--- src/sv/nsrc_pkg.sv ---
// Shared types, constants and helpers of the nearest segment row classifier.
// No dependencies; compiled first.
`default_nettype none

package nsrc_pkg;

  // Defaults and fixed formats
  localparam int MAX_ROWS_DEF = 16;
  localparam int FRAC_BITS    = 16;
  localparam int CFG_W        = 30;
  localparam int DIV_STEPS    = 63;

  // Squared-distance saturation and zero-length threshold (2^-2F units)
  localparam logic [63:0] DIST_SAT     = 64'h7FFF_FFFF_FFFF_FFFF;
  localparam logic [63:0] ZERO_LEN_RAW = (64'd1 << (2 * FRAC_BITS)) / 64'd10000000000;

  // Configuration register indexes
  localparam logic [1:0] CFG_BOX_TOL   = 2'd0;
  localparam logic [1:0] CFG_NEAR_LIM  = 2'd1;
  localparam logic [1:0] CFG_ROW_COUNT = 2'd2;

  // Request actions
  localparam logic ACT_WRITE = 1'b0;
  localparam logic ACT_QUERY = 1'b1;

  // Match kinds
  localparam logic [1:0] KIND_BOX  = 2'd0;
  localparam logic [1:0] KIND_BOX2 = 2'd1;
  localparam logic [1:0] KIND_NEAR = 2'd2;
  localparam logic [1:0] KIND_NONE = 2'd3;

  // Candidate distance sources
  localparam logic [1:0] CAND_DA  = 2'd0;
  localparam logic [1:0] CAND_DB  = 2'd1;
  localparam logic [1:0] CAND_SAT = 2'd2;
  localparam logic [1:0] CAND_Q   = 2'd3;

  // Multiplier schedule of the nearest pass
  localparam logic [3:0] ST_ABX2  = 4'd0;
  localparam logic [3:0] ST_ABY2  = 4'd1;
  localparam logic [3:0] ST_DOT_X = 4'd2;
  localparam logic [3:0] ST_DOT_Y = 4'd3;
  localparam logic [3:0] ST_AP_X2 = 4'd4;
  localparam logic [3:0] ST_AP_Y2 = 4'd5;
  localparam logic [3:0] ST_BP_X2 = 4'd6;
  localparam logic [3:0] ST_BP_Y2 = 4'd7;
  localparam logic [3:0] ST_CR_A  = 4'd8;
  localparam logic [3:0] ST_CR_B  = 4'd9;
  localparam logic [3:0] ST_GAP   = 4'd10;
  localparam logic [3:0] ST_HH    = 4'd11;
  localparam logic [3:0] ST_HL    = 4'd12;
  localparam logic [3:0] ST_LL    = 4'd13;
  localparam logic [3:0] ST_FLUSH = 4'd14;

  typedef struct packed {
    logic               action;
    logic [3:0]         entry_index;
    logic [15:0]        entry_row_id;
    logic signed [31:0] seg_start_x;
    logic signed [31:0] seg_start_y;
    logic signed [31:0] seg_end_x;
    logic signed [31:0] seg_end_y;
    logic signed [31:0] point_x;
    logic signed [31:0] point_y;
  } req_word_t;

  typedef struct packed {
    logic        found;
    logic [15:0] matched_row_id;
    logic [1:0]  match_kind;
  } rsp_word_t;

  typedef struct packed {
    logic [15:0]        id;
    logic signed [31:0] ax;
    logic signed [31:0] ay;
    logic signed [31:0] bx;
    logic signed [31:0] by;
  } row_t;

  // Controller to datapath
  typedef struct packed {
    logic       wr;
    logic       latch;
    logic       rd;
    logic       wide_tol;
    logic       diff;
    logic       mul_en;
    logic [3:0] step;
    logic       cand_ld;
    logic [1:0] cand_sel;
    logic       div_init;
    logic       div_step;
    logic       pick;
    logic       res_box;
    logic       res_near;
    logic       out_ld;
  } cmd_t;

  // Datapath to controller
  typedef struct packed {
    logic       box_hit;
    logic       zero_len;
    logic       dot_le0;
    logic       dot_ge;
    logic       div_ovf;
    logic [4:0] row_count;
  } status_t;

  // Saturate a nonnegative wide sum to a 63-bit squared distance
  function automatic logic [63:0] sat64(input logic [69:0] v);
    if (v[69:63] != 7'd0) return DIST_SAT;
    return {1'b0, v[62:0]};
  endfunction

endpackage

`default_nettype wire

--- src/sv/nsrc_ctrl.sv ---
// Controller: sequences writes, the two box passes, the nearest pass with
// its multiply schedule and divider, and the output handshake. Uses nsrc_pkg.
`default_nettype none

module nsrc_ctrl
  import nsrc_pkg::*;
#(
  parameter int MAX_ROWS = MAX_ROWS_DEF,
  parameter int AW       = (MAX_ROWS > 1) ? $clog2(MAX_ROWS) : 1
) (
  input  logic          clk,
  input  logic          rst,
  input  logic          req_valid,
  input  logic          req_action,
  output logic          req_ready,
  output logic          rsp_valid,
  input  logic          rsp_ready,
  input  status_t       status,
  output cmd_t          cmd,
  output logic [AW-1:0] row_addr
);

  localparam int RW = $clog2(MAX_ROWS + 1);

  localparam logic [3:0] S_IDLE  = 4'd0;
  localparam logic [3:0] S_BRD   = 4'd1;
  localparam logic [3:0] S_BCHK  = 4'd2;
  localparam logic [3:0] S_NRD   = 4'd3;
  localparam logic [3:0] S_NDIFF = 4'd4;
  localparam logic [3:0] S_NMUL  = 4'd5;
  localparam logic [3:0] S_NDEC  = 4'd6;
  localparam logic [3:0] S_DIV   = 4'd7;
  localparam logic [3:0] S_DIVQ  = 4'd8;
  localparam logic [3:0] S_NPICK = 4'd9;
  localparam logic [3:0] S_FIN   = 4'd10;
  localparam logic [3:0] S_DONE  = 4'd11;

  logic [3:0]    state, state_next;
  logic [RW-1:0] row, row_next, n;
  logic          pass, pass_next;
  logic [3:0]    step, step_next;
  logic [5:0]    dcnt, dcnt_next;
  logic          out_valid, out_valid_next;
  logic          last;

  // Rows in use, clamped to the table depth
  assign n    = (int'(status.row_count) > MAX_ROWS) ? RW'(MAX_ROWS) : RW'(status.row_count);
  assign last = (row == n - RW'(1));

  assign req_ready = (state == S_IDLE);
  assign rsp_valid = out_valid;
  assign row_addr  = AW'(row);

  // Next state and commands
  always_comb begin
    state_next = state;
    row_next   = row;
    pass_next  = pass;
    step_next  = step;
    dcnt_next  = dcnt;
    cmd        = '0;
    case (state)
      S_IDLE: begin
        if (req_valid) begin
          if (req_action == ACT_WRITE) begin
            cmd.wr = 1'b1;
          end else begin
            cmd.latch  = 1'b1;
            row_next   = '0;
            pass_next  = 1'b0;
            state_next = (n == '0) ? S_FIN : S_BRD;
          end
        end
      end
      S_BRD: begin
        cmd.rd     = 1'b1;
        state_next = S_BCHK;
      end
      S_BCHK: begin
        cmd.wide_tol = pass;
        if (status.box_hit) begin
          cmd.res_box = 1'b1;
          state_next  = S_DONE;
        end else if (last) begin
          row_next = '0;
          if (!pass) begin
            pass_next  = 1'b1;
            state_next = S_BRD;
          end else begin
            state_next = S_NRD;
          end
        end else begin
          row_next   = row + RW'(1);
          state_next = S_BRD;
        end
      end
      S_NRD: begin
        cmd.rd     = 1'b1;
        state_next = S_NDIFF;
      end
      S_NDIFF: begin
        cmd.diff   = 1'b1;
        step_next  = ST_ABX2;
        state_next = S_NMUL;
      end
      // Multiply schedule; a gap lets the cross magnitude settle
      S_NMUL: begin
        cmd.step   = step;
        cmd.mul_en = (step != ST_GAP) && (step != ST_FLUSH);
        if (step == ST_FLUSH) begin
          state_next = S_NDEC;
        end else begin
          step_next = step + 4'd1;
        end
      end
      // Pick the distance form: endpoint, saturated or divided
      S_NDEC: begin
        if (status.zero_len || status.dot_le0) begin
          cmd.cand_ld  = 1'b1;
          cmd.cand_sel = CAND_DA;
          state_next   = S_NPICK;
        end else if (status.dot_ge) begin
          cmd.cand_ld  = 1'b1;
          cmd.cand_sel = CAND_DB;
          state_next   = S_NPICK;
        end else if (status.div_ovf) begin
          cmd.cand_ld  = 1'b1;
          cmd.cand_sel = CAND_SAT;
          state_next   = S_NPICK;
        end else begin
          cmd.div_init = 1'b1;
          dcnt_next    = '0;
          state_next   = S_DIV;
        end
      end
      S_DIV: begin
        cmd.div_step = 1'b1;
        if (dcnt == 6'(DIV_STEPS - 1)) begin
          state_next = S_DIVQ;
        end else begin
          dcnt_next = dcnt + 6'd1;
        end
      end
      S_DIVQ: begin
        cmd.cand_ld  = 1'b1;
        cmd.cand_sel = CAND_Q;
        state_next   = S_NPICK;
      end
      S_NPICK: begin
        cmd.pick = 1'b1;
        if (last) begin
          state_next = S_FIN;
        end else begin
          row_next   = row + RW'(1);
          state_next = S_NRD;
        end
      end
      S_FIN: begin
        cmd.res_near = 1'b1;
        state_next   = S_DONE;
      end
      // Hand the result to the output register once it is free
      S_DONE: begin
        if (!out_valid || rsp_ready) begin
          cmd.out_ld = 1'b1;
          state_next = S_IDLE;
        end
      end
      default: state_next = S_IDLE;
    endcase
  end

  assign out_valid_next = cmd.out_ld || (out_valid && !rsp_ready);

  always_ff @(posedge clk) begin
    if (rst) begin
      state     <= S_IDLE;
      row       <= '0;
      pass      <= 1'b0;
      step      <= '0;
      dcnt      <= '0;
      out_valid <= 1'b0;
    end else begin
      state     <= state_next;
      row       <= row_next;
      pass      <= pass_next;
      step      <= step_next;
      dcnt      <= dcnt_next;
      out_valid <= out_valid_next;
    end
  end

  // Row index stays inside the rows in use while scanning
  a_row_range: assert property (@(posedge clk) disable iff (rst)
    (state == S_BCHK || state == S_NPICK) |-> (row < n))
    else $error("row index beyond rows in use");

  // A table write returns no result and keeps the block idle
  a_write_idle: assert property (@(posedge clk) disable iff (rst)
    (state == S_IDLE && req_valid && req_action == ACT_WRITE) |=>
      (state == S_IDLE && !cmd.out_ld))
    else $error("table write left idle");

  // Loading the output register always raises valid
  a_out_load: assert property (@(posedge clk) disable iff (rst)
    cmd.out_ld |=> out_valid)
    else $error("output word lost");

  // Divider never runs past its quotient width
  a_div_cnt: assert property (@(posedge clk) disable iff (rst)
    (state == S_DIV) |-> (dcnt <= 6'(DIV_STEPS - 1)))
    else $error("divider overran");

endmodule

`default_nettype wire

--- config.mk ---
export PLATFORM = sky130hd
export DESIGN_NAME = nsrc_ctrl
export DESIGN_NICKNAME = d
export VERILOG_FILES = /design/src/sv/nsrc_pkg.sv /design/src/sv/nsrc_ctrl.sv
export SDC_FILE = /design/constraint.sdc
export NUM_CORES = 1
export LEC_CHECK = 0
export BUFFER_PORTS_ARGS = -buffer_cell sky130_fd_sc_hd__buf_4
export CELL_PAD_IN_SITES_DETAIL_PLACEMENT = 1
export CELL_PAD_IN_SITES_GLOBAL_PLACEMENT = 1
export CORE_ASPECT_RATIO = 0.7
export CORE_MARGIN = 2
export CORE_UTILIZATION = 39
export CTS_CLUSTER_DIAMETER = 200
export CTS_CLUSTER_SIZE = 20
export DETAILED_ROUTE_END_ITERATION = 7
export PLACE_DENSITY = 0.82
export SETUP_SLACK_MARGIN = 0.15
export SYNTH_ARGS = -nofsm -noshare
export SYNTH_HDL_FRONTEND = slang
export SYNTH_SLANG_ARGS = --single-unit
--- constraint.sdc ---
create_clock -name clk -period 2.05 [get_ports clk]
set_input_delay 0.3075 -clock clk [delete_from_list [all_inputs] [get_ports clk]]
set_output_delay 0.3075 -clock clk [all_outputs]
set_load 0.005 [all_outputs]
== After elaboration in Yosys (flattened, before gate mapping) ==
Index checks and enable logic that the tools add are counted.

* Memory bits (writable): 0
* Output and inout port bits: 25
* Bits in latches: 0
* Bits in read-only memories: 0
* Input port bits: 15
* Memories: 0
* Register bits after elaboration: 21

* Reduce and logical (&&, ||, !) cells: 19
* Shift operators: 0
* Multiplexer cells: 56
* $add $sub $neg: 4
* Eq/ne operators: 29
* Multiply operators: 0
* Bitwise logic cells: 0
* Order comparisons: 1
* Div/mod/pow operators: 0

{| class="wikitable"
|+ Operators with widths
! kind !! count
|-
| $mux 4 || 13
|-
| $pmux 4 s12 || 1
|-
| $mux 5 || 7
|-
| $ne 2x2->1 const B || 13
|-
| $mux 6 || 4
|-
| $eq 4x4->1 const B || 5
|-
| $mux 1 || 20
|-
| $reduce_and 5->1 || 4
|-
| $eq 4x3->1 const B || 4
|-
| $pmux 5 s3 || 1
|-
| $pmux 6 s2 || 1
|-
| $mux 3 || 3
|-
| $eq 4x2->1 const B || 2
|-
| $ne 4x4->1 const B || 2
|-
| $pmux 4 s2 || 1
|-
| $add 6x1->6 const B || 1
|-
| $eq 6x6->1 const B || 1
|-
| $mux 2 || 3
|-
| $pmux 3 s2 || 1
|-
| $reduce_bool 2->1 || 3
|-
| $add 5x1->5 const B || 1
|-
| $eq 5x5->1 || 1
|-
| $gt 5x5->1 const B || 1
|-
| $logic_not 5->1 || 1
|-
| 11 further kinds || 15
|}

== Depth between registers and ports, before layout ==
Gate-level depths: netlist of run 1.

* Depth after elaboration: 7
* Mapped depth: 9
* Mapped depth without buffers: 8

== Least setup slack after synthesis of run 1 ==
No wires, ideal clock.

* Path type: input -> register
* Start: input port status[4] (netlist name)
* End: register state[1]
* Path slack: 158 ps
* Data required time: 1983 ps
* Stages on the path: 9
* Arrival time: 1825 ps
* Path through: nand2b_4 > ha_1 > nor3b_1 > nor2_1 > a221oi_2 > nand3_1 > buf_6 > o2111a_1 > o21ai_2

* Cells in the longest elaborated chain, start to end: 7
* Elaborated cells on any way between the ends: 11
* Those cells by class: add/sub: 1; order compare: 1; eq/ne: 1; mux: 7; reduce/logical: 1

{| class="wikitable"
|+ Ends and longest elaborated chain
! what !! line !! RTL
|-
| start, declared || nsrc_ctrl.sv:18 || <nowiki>input status_t status,</nowiki>
|-
| $gt 5x5->1 || nsrc_ctrl.sv:47 || <nowiki>assign n = (int'(status.row_count) > MAX_ROWS) ? RW'(MAX_ROWS) : RW'(status.row_count);</nowiki>
|-
| $mux 5 (*) || nsrc_ctrl.sv:47 ||
|-
| $sub 5x1->5 / $logic_not 5->1 (equally long branches) || nsrc_ctrl.sv:48, nsrc_ctrl.sv:71 ||
|-
| $eq 5x5->1 / $mux 4 (equally long branches) || nsrc_ctrl.sv:48, nsrc_ctrl.sv:71 ||
|-
| $mux 4, on equally long branches || nsrc_ctrl.sv:84, nsrc_ctrl.sv:65 ||
|-
| $mux 4, on equally long branches || nsrc_ctrl.sv:81, nsrc_ctrl.sv:64 ||
|-
| $pmux 4 s12 (*) || nsrc_ctrl.sv:62 || <nowiki>case (state)</nowiki>
|-
| end signal, assigned || nsrc_ctrl.sv:184 || <nowiki>state <= state_next;</nowiki>
|-
| end, declared || nsrc_ctrl.sv:38 || <nowiki>logic [3:0] state, state_next;</nowiki>
|}

Mark *: on every way between the ends. The rest lies on a longest branch, timed or not. The select of a mux whose other input is x is not followed.
A chain may end at the register's enable or synchronous reset.

==> results of run 1 <==
## timing repair
action                     CTS  global route
setup endpoints to repair   10            18
gates resized for setup      8            11
pin swaps                    0             1
hold buffers                 0             0
buffers inserted             0             5
## registers in the layout, summed over array words and instances, names as in the netlist
signal	count
dcnt	6
rsp_valid	1
step	4
state	4
row	5
pass	1
## final cells by class
cell class              instances  area [um^2]  area share (%)
repair buffers                 60        457.9           20.36
inverters                      11        41.29           1.835
multi-input cells             178         1209           53.73
clock buffers                   4        45.04           2.002
well taps                      55        68.82           3.059
flip-flops and latches         21        427.9           19.02
## power by group
group          internal [mW]  total, mW  switching [mW]
Sequential             0.420      0.443          0.0233
Clock                  0.138      0.277           0.139
Combinational          0.149      0.306           0.157
## per-stage QoR
| step | cells | total power, mW | hold slack [ns] | util [%] |
|---|---|---|---|---|
| after detailed placement | 320 | 0.7193 | 0.4671 | 48.98 |
| after floorplan | 226 | 0.6028 | 0.4490 | - |
| after global routing | 329 | 1.086 | 0.3052 | 52.57 |
| after global placement | 320 | 0.7113 | 0.4660 | 48.98 |
| final | 329 | 1.027 | 0.3037 | 52.57 |
| after CTS | 324 | 1.009 | 0.3002 | 50.61 |
## cell usage in the layout, fill, tap and decap left out, types with 3 or more instances in the layout
master	n
sky130_fd_sc_hd__xnor2_1	4
sky130_fd_sc_hd__nand2b_1	5
sky130_fd_sc_hd__nor3_1	7
sky130_fd_sc_hd__clkbuf_8	3
sky130_fd_sc_hd__nand2_1	22
sky130_fd_sc_hd__nor2b_1	4
sky130_fd_sc_hd__buf_4	58
sky130_fd_sc_hd__dfxtp_2	3
sky130_fd_sc_hd__or3_1	3
sky130_fd_sc_hd__o21ai_0	8
sky130_fd_sc_hd__xor2_1	7
sky130_fd_sc_hd__ha_1	6
sky130_fd_sc_hd__nand3_1	7
sky130_fd_sc_hd__nor2_1	28
sky130_fd_sc_hd__o221ai_1	3
sky130_fd_sc_hd__and3_1	7
sky130_fd_sc_hd__dfxtp_1	17
sky130_fd_sc_hd__a21oi_1	11
sky130_fd_sc_hd__inv_1	11
sky130_fd_sc_hd__nand4_1	4
## worst max-delay path, delay by kind of cell (launching register included)
family	cells	cell delay, ns
DFF	1	0.33
and+or+nand+nor	3	0.90
buffers and inverters	1	0.12
## kinds of logic after synthesis
group | count (synthesis)
AO/OA/AOI/OAI | 45
XOR/XNOR | 12
adder cells (fa/ha/maj) | 6
buffers and inverters | 27
flip-flops | 21
multiplexers | 3
AND/OR/NAND/NOR | 112
## per-layer routing
layer,part of all wire (%),routed length [um]
met1,50,2907
met2,42,2451
met3,7.4,428
met4,0.46,27
met5,0,0
## worst max-delay path by stage
stage                to       from  slack [ns]
2_1_floorplan  state[1]  status[4]        0.16
3_3_place_gp     row[0]  status[4]       0.003
3_5_place_dp     row[0]  status[4]       -0.08
4_1_cts          cmd[7]   state[2]        0.12
5_1_grt          cmd[7]   state[2]        0.04
6_report        cmd[17]   state[2]        0.13
==> run metrics, run 1 <==
library cell with the largest summed area after synthesis sky130_fd_sc_hd__dfxtp_1; Setup CP Type reg -> out; dpl ws -0.08303 ns; Worst R2R End row[2]; fraction of registers with async set or reset after synthesis 0%; clock buffer depth 2; met3 GRT Util 4.178%; count of different cell masters after synthesis 59; post-synth top area share 24.45%; sequential area share after synthesis 24.45%; total core area 4279 um^2; launch instance of the worst min-delay path rst; pins over their slew limit 0; master cell of the clock root buffer sky130_fd_sc_hd__clkbuf_8; DRC violations left 0; top-level I/O count 40; max-capacitance violation count 0; largest stage delay on the critical path 0.46 ns; Avg Cell Area, Syn 7.607 um^2; Ys Warns 0; die area 4964 um^2; slack of the worst reg-to-reg path 0.24 ns; type of destination of the critical path primary output; Primary FF master, synth sky130_fd_sc_hd__dfxtp_1; class of the tightest hold or removal check in -> reg; number of register bits inferred by synthesis 21; Peak VDD IR 0.3233 mV; final setup vio count 0; total clock buffers created by CTS 3; via count of the first global-routing pass 1739; first-pass GRT wire length 8783 um; main combinational cell family by area after synthesis simple AND/OR/NAND/NOR gates; Num Clock Sinks 21; ratio of final minimum period to clock period 93.82%; unrepaired setup endpoints after global routing true; routed wire length 5814 um; Clock Pin Slew Worst Setup and Hold Paths 0.08 ns; Worst Reg2Reg Path Length in Cells 6; xor/xnor share of the synthesized area 6.550%; Final GP Congestion 0.8556; Post-synth top cells 29 x sky130_fd_sc_hd__nor2_1, 23 x sky130_fd_sc_hd__nand2_1, 21 x sky130_fd_sc_hd__dfxtp_1; CP startpoint kind flop; count of H-tree levels built during CTS 1; combined area of all synthesized cells 1719 um^2; number of synthesized flops with an enable pin 0; number of nets with antenna violations after detailed routing 0; final routed wire length divided by cell count 17.67 um; Final Skew 0.004156 ns; Total Routing Usage GR 22.00%; height of the die 59.55 um; worst rel slew slack 61.35%; number of antenna violations at the first check in global routing 0; CP max-delay cell sky130_fd_sc_hd__or3_4; layout cell share with drive strength beyond 1 32.85%; final-report hold violation count 0; initial cell density of the core 40.18%; final worst-path setup slack 0.1267 ns; accumulated negative setup slack 0 ns; run status finished clean; data arrival time of the critical path 1.62 ns; area share of fa/ha/maj cells after synthesis 4.367%; FF-to-FF Start state[2]; row count 20; average via count per standard cell 5.769; total global routing overflow 0; later-pin clock latency in the skew report 0.26 ns; post-synthesis compound-gate area fraction 20.31%; simple-gate portion of the synthesized area 33.99%; Pwr per Cell Area 456.5 nW/um^2; Detailed Routing Iterations Pass 1 5; cell leakage power 0.9901 nW; multiplexer area fraction after synthesis 1.820%; hold depth 2; largest net degree at the start of global routing 13; post-route cell area 2250 um^2; total placed instance area 2096 um^2; cells taking the most area after synthesis sky130_fd_sc_hd__dfxtp_1 24%, sky130_fd_sc_hd__nor2_1 6.3%, sky130_fd_sc_hd__nand2_1 5.0%, sky130_fd_sc_hd__ha_1 4.4%, sky130_fd_sc_hd__xor2_1 3.6%; crit-path cells or2_4, or3_4, nor2_2, buf_4; post-synth net total 247; most common cell in the synthesized netlist sky130_fd_sc_hd__nor2_1; # fillers 542; final worst path period need 1.923 ns; hold path endpoint state[2]; met1 usage 32.88%; n_diodes 0; NumNets Final 296; TritonCTS clock tree done; Data required, critical path 1.74 ns; Max Freq 519.9 MHz; DRC marker count from the first detailed-route iteration 121; Post-Syn Instances 226; crit path max fanout 8; met2 Usage GRT 34.33%; buffers added on ports 39; post-detail-place hpwl 4136 um; Vias 1898; GRT Max-Usage Layer met2; Die X-Extent 83.36 um; Worst Max-Slew Pin Slew 0.5797 ns; area delta synth->final 30.86%
(Power assumes the default switching activity.)
==> inputs of run 2 (changes only) <==
--- a/config.mk
+++ b/config.mk
@@ -5,16 +5,16 @@
 export SDC_FILE = /design/constraint.sdc
 export NUM_CORES = 1
 export LEC_CHECK = 0
-export BUFFER_PORTS_ARGS = -buffer_cell sky130_fd_sc_hd__buf_4
 export CELL_PAD_IN_SITES_DETAIL_PLACEMENT = 1
 export CELL_PAD_IN_SITES_GLOBAL_PLACEMENT = 1
 export CORE_ASPECT_RATIO = 0.7
 export CORE_MARGIN = 2
-export CORE_UTILIZATION = 39
+export CORE_UTILIZATION = 45
 export CTS_CLUSTER_DIAMETER = 200
 export CTS_CLUSTER_SIZE = 20
 export DETAILED_ROUTE_END_ITERATION = 7
-export PLACE_DENSITY = 0.82
+export DONT_BUFFER_PORTS = 1
+export PLACE_DENSITY = 0.8
 export SETUP_SLACK_MARGIN = 0.15
 export SYNTH_ARGS = -nofsm -noshare
 export SYNTH_HDL_FRONTEND = slang
==> run 2 against run 1 <==
- sequential power barely moved
- largest power group unchanged
- critical path depth grew 1
- first-iteration DRC count shrank 36%
- maximum frequency increased by 3.1%
- largest cell class unchanged
==> run metrics, run 2 (synthesized netlist as in run 1, its figures left out) <==
number of antenna violations at the first check in global routing 0; class of the tightest hold or removal check in -> reg; crit-path cells nand2b_2, nor4_4, buf_4, nand3b_1, nand2_1; CP startpoint kind flop; Final Skew 0.01178 ns; average via count per standard cell 6.032; height of the die 55.72 um; Setup CP Type reg -> out; power share of the clock group 29.5%; clock buffer depth 2; final routed wire length divided by cell count 18.74 um; largest stage delay on the critical path 0.40 ns; cell-internal power 665.1 uW; top-level I/O count 40; FF-to-FF Start dcnt[1]; Worst Reg2Reg Path Length in Cells 7; Num Clock Sinks 21; type of destination of the critical path primary output; buffers added on ports 0; Pwr per Cell Area 492.6 nW/um^2; critical path's top delay family simple AND/OR/NAND/NOR gates; number of cells on the critical path 5; first-pass GRT wire length 8190 um; Die X-Extent 77.88 um; data arrival time of the critical path 1.56 ns; core utilization of the finished layout 54.37%; total global routing overflow 0; area delta synth->final 13.25%; slack of the worst reg-to-reg path 0.21 ns; leading cell types in the layout, fill and taps excluded 28 x sky130_fd_sc_hd__nor2_1, 22 x sky130_fd_sc_hd__nand2_1, 17 x sky130_fd_sc_hd__buf_4; total core area 3581 um^2; switching part of the total 30.64%; layout cell share with drive strength beyond 1 21.79%; routed wire length 5323 um; ratio of final minimum period to clock period 91.02%; Worst Path Buf+Inv 1; row count 18; sequential share of power 46.1%; reported net switching power 293.9 uW; Worst R2R End state[1]; post-detail-place hpwl 3896 um; Vias 1713; Logic pwr share 24.4%; total clock buffers created by CTS 3; count of H-tree levels built during CTS 1; n_diodes 0; number of nets with antenna violations after detailed routing 0; worst rel slew slack 60.92%; final setup vio count 0; Clock Pin Slew Worst Setup and Hold Paths 0.08 ns; largest reg by FF count dcnt; commonest non-fill, non-tap cell in the layout sky130_fd_sc_hd__nor2_1; run status finished clean; Worst Max-Slew Pin Slew 0.5862 ns; TritonCTS clock tree done; Detailed Routing Iterations Pass 1 4; total placed instance area 1804 um^2; Worst setup startpoint state[0]; Peak VDD IR 0.3758 mV; DRC violations left 0; die area 4339 um^2; Max Freq 535.9 MHz; largest net degree at the start of global routing 13; pins over their slew limit 0; DRC marker count from the first detailed-route iteration 77; endpoint of the worst setup timing path cmd[7]; Data required, critical path 1.74 ns; Final GP Congestion 0.8571; top flop regs dcnt x6, row x5; Total Routing Usage GR 23.63%; final worst path period need 1.866 ns; via count of the first global-routing pass 1690; CP max-delay cell sky130_fd_sc_hd__dfxtp_2; final-report hold violation count 0; post-route cell area 1947 um^2; total design power 959.0 uW; initial cell density of the core 48.01%; max reg flops 6; cell leakage power 0.7794 nW; final worst-path setup slack 0.1840 ns; max-capacitance violation count 0; hold slack final 0.1002 ns; unrepaired setup endpoints after global routing true; crit path max fanout 12; later-pin clock latency in the skew report 0.27 ns; NumNets Final 256; dpl ws -0.07346 ns; master cell of the clock root buffer sky130_fd_sc_hd__clkbuf_8
## run 2: cell count changes in the layout (fill, tap and decap cells not counted), sizes merged
cell  previous run  this run
buf             60        20
## run 2: layout make-up
| class | count | area (um^2) |
|---|---|---|
| well taps | 50 | 62.56 |
| multi-input cells | 178 | 1210 |
| clock buffers | 4 | 45.04 |
| fillers | 443 | 1634 |
| flip-flops and latches | 21 | 426.7 |
| inverters | 11 | 41.29 |
| repair buffers | 20 | 161.4 |
## run 2: per-layer routing
metal  GRT usage, %  part of all wire, %  vias to the layer above  wire length (um)
met2          36.08                   44                       58              2342
met3          5.032                  7.0                        6               372
li1               -                    -                      815                 -
met5              0                    0                        -                 0
met1          34.46                   48                      834              2552
met4          4.082                  1.0                        0                55
## run 2: worst min path at each step
stage,start,to,cells after the start
final,rst,state[2],1
after CTS,rst,step[1],1
after global placement,rst,rsp_valid,1
after floorplan,pass,pass,1
after global routing,rst,state[2],1
after detailed placement,rst,dcnt[1],1
## run 2: power by group through the flow
stage | Combinational (mW) | Clock (mW) | Sequential (mW)
floorplan | 0.165 | 0 | 0.438
global placement | 0.202 | 0 | 0.447
detailed placement | 0.211 | 0 | 0.449
CTS | 0.219 | 0.290 | 0.441
global route | 0.254 | 0.307 | 0.444
finish | 0.234 | 0.283 | 0.442
## run 2: what timing repair did
action,in CTS,in global routing
resized for setup,6,14
pin swaps,0,1
buffers inserted,0,3
setup endpoints to repair,6,15
endpoints found under the hold margin,0,0
hold buffers,0,0
## run 2: stage by stage
| stage | instances | setup TNS [ns] |
|---|---|---|
| 2_1_floorplan | 226 | 0 |
| 3_3_place_gp | 277 | 0 |
| 3_5_place_dp | 277 | -0.07346 |
| 4_1_cts | 281 | 0 |
| 5_1_grt | 284 | 0 |
| 6_report | 284 | 0 |
==> inputs of run 3 (changes only) <==
--- a/config.mk
+++ b/config.mk
@@ -14,7 +14,7 @@
 export CTS_CLUSTER_SIZE = 20
 export DETAILED_ROUTE_END_ITERATION = 7
 export DONT_BUFFER_PORTS = 1
-export PLACE_DENSITY = 0.8
+export PLACE_DENSITY_LB_ADDON = 0.2
 export SETUP_SLACK_MARGIN = 0.15
 export SYNTH_ARGS = -nofsm -noshare
 export SYNTH_HDL_FRONTEND = slang
==> constraint.sdc (replaced) <==
create_clock -name clk -period 2.05 [get_ports clk]
set_input_delay 0.1025 -clock clk [delete_from_list [all_inputs] [get_ports clk]]
set_output_delay 0.1025 -clock clk [all_outputs]
set_load 0.005 [all_outputs]
==> run 3 against run 2 <==
- power is 2.1% lower
- global-route usage is 0.34 points lower
- utilization is 2.2 points lower
- first-iteration DRC count is 51% higher
- count of clock-buffer cells in the layout stayed put
- sequential share of layout area is 0.81 points higher
- cell count is 1.8% lower
- worst hold slack worse by 0.079 ns
- combinational power is 8% lower
==> run metrics, run 3 (synthesized netlist as in run 1, its figures left out) <==
number of antenna violations at the first check in global routing 0; worst rel slew slack 65.81%; via count of the first global-routing pass 1607; Detailed Routing Iterations Pass 1 4; Worst Reg2Reg Path Length in Cells 6; Logic pwr share 22.9%; area delta synth->final 8.588%; crit-path cells inv_1, nor2_1, nand2_1, a31oi_1, nor2_1, a32o_1; Finished Layout Cells 279; initial cell density of the core 48.01%; Setup CP Type reg -> reg; CP startpoint kind flop; n_diodes 0; NumNets Final 251; total core area 3581 um^2; class of the tightest hold or removal check in -> reg; max reg flops 6; run status finished clean; FF-to-FF Start state[0]; cell-internal power 649.9 uW; switching part of the total 30.80%; reported net switching power 289.3 uW; critical path's top delay family compound AO/OA/AOI/OAI gates; later-pin clock latency in the skew report 0.27 ns; Total Routing Usage GR 23.29%; largest reg by FF count dcnt; sequential share of power 46.9%; leading cell types in the layout, fill and taps excluded 29 x sky130_fd_sc_hd__nor2_1, 23 x sky130_fd_sc_hd__nand2_1, 18 x sky130_fd_sc_hd__dfxtp_1; area of all sequential standard cells 424.2 um^2; layout cell share with drive strength beyond 1 17.03%; number of placed cells counting well taps 273; buffers added on ports 0; Worst setup startpoint state[0]; power share of the clock group 30.2%; Final GP Congestion 0.8841; Worst Path Buf+Inv 1; average via count per standard cell 5.878; CP max-delay cell sky130_fd_sc_hd__dfxtp_2; clock buffer depth 2; Data required, critical path 2.21 ns; Worst R2R End row[1]; count of H-tree levels built during CTS 1; first-pass GRT wire length 8093 um; number of nets with antenna violations after detailed routing 0; final worst path period need 1.821 ns; DRC violations left 0; TritonCTS clock tree done; endpoint of the worst setup timing path row[1]; multi-input gate area in the final layout 1179 um^2; Pwr per Cell Area 503.1 nW/um^2; final setup vio count 0; unrepaired setup endpoints after global routing true; slack of the worst reg-to-reg path 0.23 ns; type of destination of the critical path flop; Clock Pin Slew Worst Setup and Hold Paths 0.08 ns; Num Clock Sinks 21; DRC marker count from the first detailed-route iteration 116; core utilization of the finished layout 52.13%; cell type with the highest occurrence count on the critical path sky130_fd_sc_hd__nor2_1; Max Freq 549.2 MHz; die area 4339 um^2; Peak VDD IR 0.4181 mV; ratio of final minimum period to clock period 88.82%; top-level I/O count 40; post-detail-place hpwl 3885 um; master cell of the clock root buffer sky130_fd_sc_hd__clkbuf_8; Final Skew 0.008297 ns; final routed wire length divided by cell count 17.97 um; routed wire length 5014 um; row count 18; total placed instance area 1774 um^2; Worst Max-Slew Pin Slew 0.5129 ns; hold slack final 0.02150 ns; accumulated negative setup slack 0 ns; final-report hold violation count 0; crit path max fanout 10; # fillers 452; data arrival time of the critical path 1.98 ns; top flop regs dcnt x6, row x5; number of cells on the critical path 6; largest net degree at the start of global routing 13; commonest non-fill, non-tap cell in the layout sky130_fd_sc_hd__nor2_1; total clock buffers created by CTS 3; Die X-Extent 77.88 um; height of the die 55.72 um; Vias 1640; cell leakage power 0.7471 nW; largest stage delay on the critical path 0.46 ns; max-capacitance violation count 0; post-route cell area 1867 um^2; pins over their slew limit 0; total global routing overflow 0
-- run 3: cell count changes in the layout (fill, tap and decap cells not counted), moves of 2 or more --
| cell | before | now |
|---|---|---|
| sky130_fd_sc_hd__nor2_4 | 2 | 0 |
| sky130_fd_sc_hd__buf_6 | 3 | 0 |
| sky130_fd_sc_hd__dfxtp_2 | 5 | 3 |
| sky130_fd_sc_hd__buf_4 | 17 | 14 |
| sky130_fd_sc_hd__dfxtp_1 | 16 | 18 |
-- run 3: stage by stage --
stage | setup WS, ns | power, mW
floorplan | 0.2238 | 0.6028
global placement | 0.2101 | 0.6380
detailed placement | 0.1305 | 0.6468
CTS | 0.1679 | 0.9364
global route | 0.1439 | 0.9833
finish | 0.2293 | 0.9392
-- run 3: power groups by stage --
stage | logic (mW) | clock network [mW] | registers (mW)
2_1_floorplan | 0.165 | 0 | 0.438
3_3_place_gp | 0.192 | 0 | 0.446
3_5_place_dp | 0.199 | 0 | 0.448
4_1_cts | 0.205 | 0.292 | 0.439
5_1_grt | 0.234 | 0.308 | 0.441
6_report | 0.215 | 0.284 | 0.440
-- run 3: worst min path at each step --
stage                     cells after the start         to  startpoint  slack, ns
after floorplan                               2     cmd[6]   status[6]       0.29
after global placement                        1  rsp_valid         rst       0.17
after detailed placement                      1    dcnt[1]         rst       0.18
after CTS                                     2    step[3]         rst       0.02
after global routing                          2    step[3]         rst       0.02
final                                         2    step[3]         rst       0.02
-- run 3: routing by layer --
layer / up-vias / global-route usage, % / share of wire (%)
li1: 802 / - / -
met1: 772 / 34.56 / 49
met2: 62 / 34.48 / 41
met3: 4 / 5.519 / 9.1
met4: 0 / 3.827 / 0.60
met5: - / 0 / 0
-- run 3: layout make-up --
class                           instances  share of cell area (%)
Multi-Input combinational cell        178                   63.14
Sequential cell                        21                   22.72
Timing Repair Buffer                   15                   6.166
Tap cell                               50                   3.351
Clock buffer                            4                   2.413
Inverter                               11                   2.212
-- run 3: what timing repair did --
item | 4_1_cts | 5_1_grt
gates resized for setup | 2 | 6
endpoints found under the setup margin | 2 | 14
pin swaps | 0 | 2
setup buffers | 0 | 1
hold buffers | 1 | 0
gates cloned | 0 | 0
hold endpoints to repair | 5 | 0
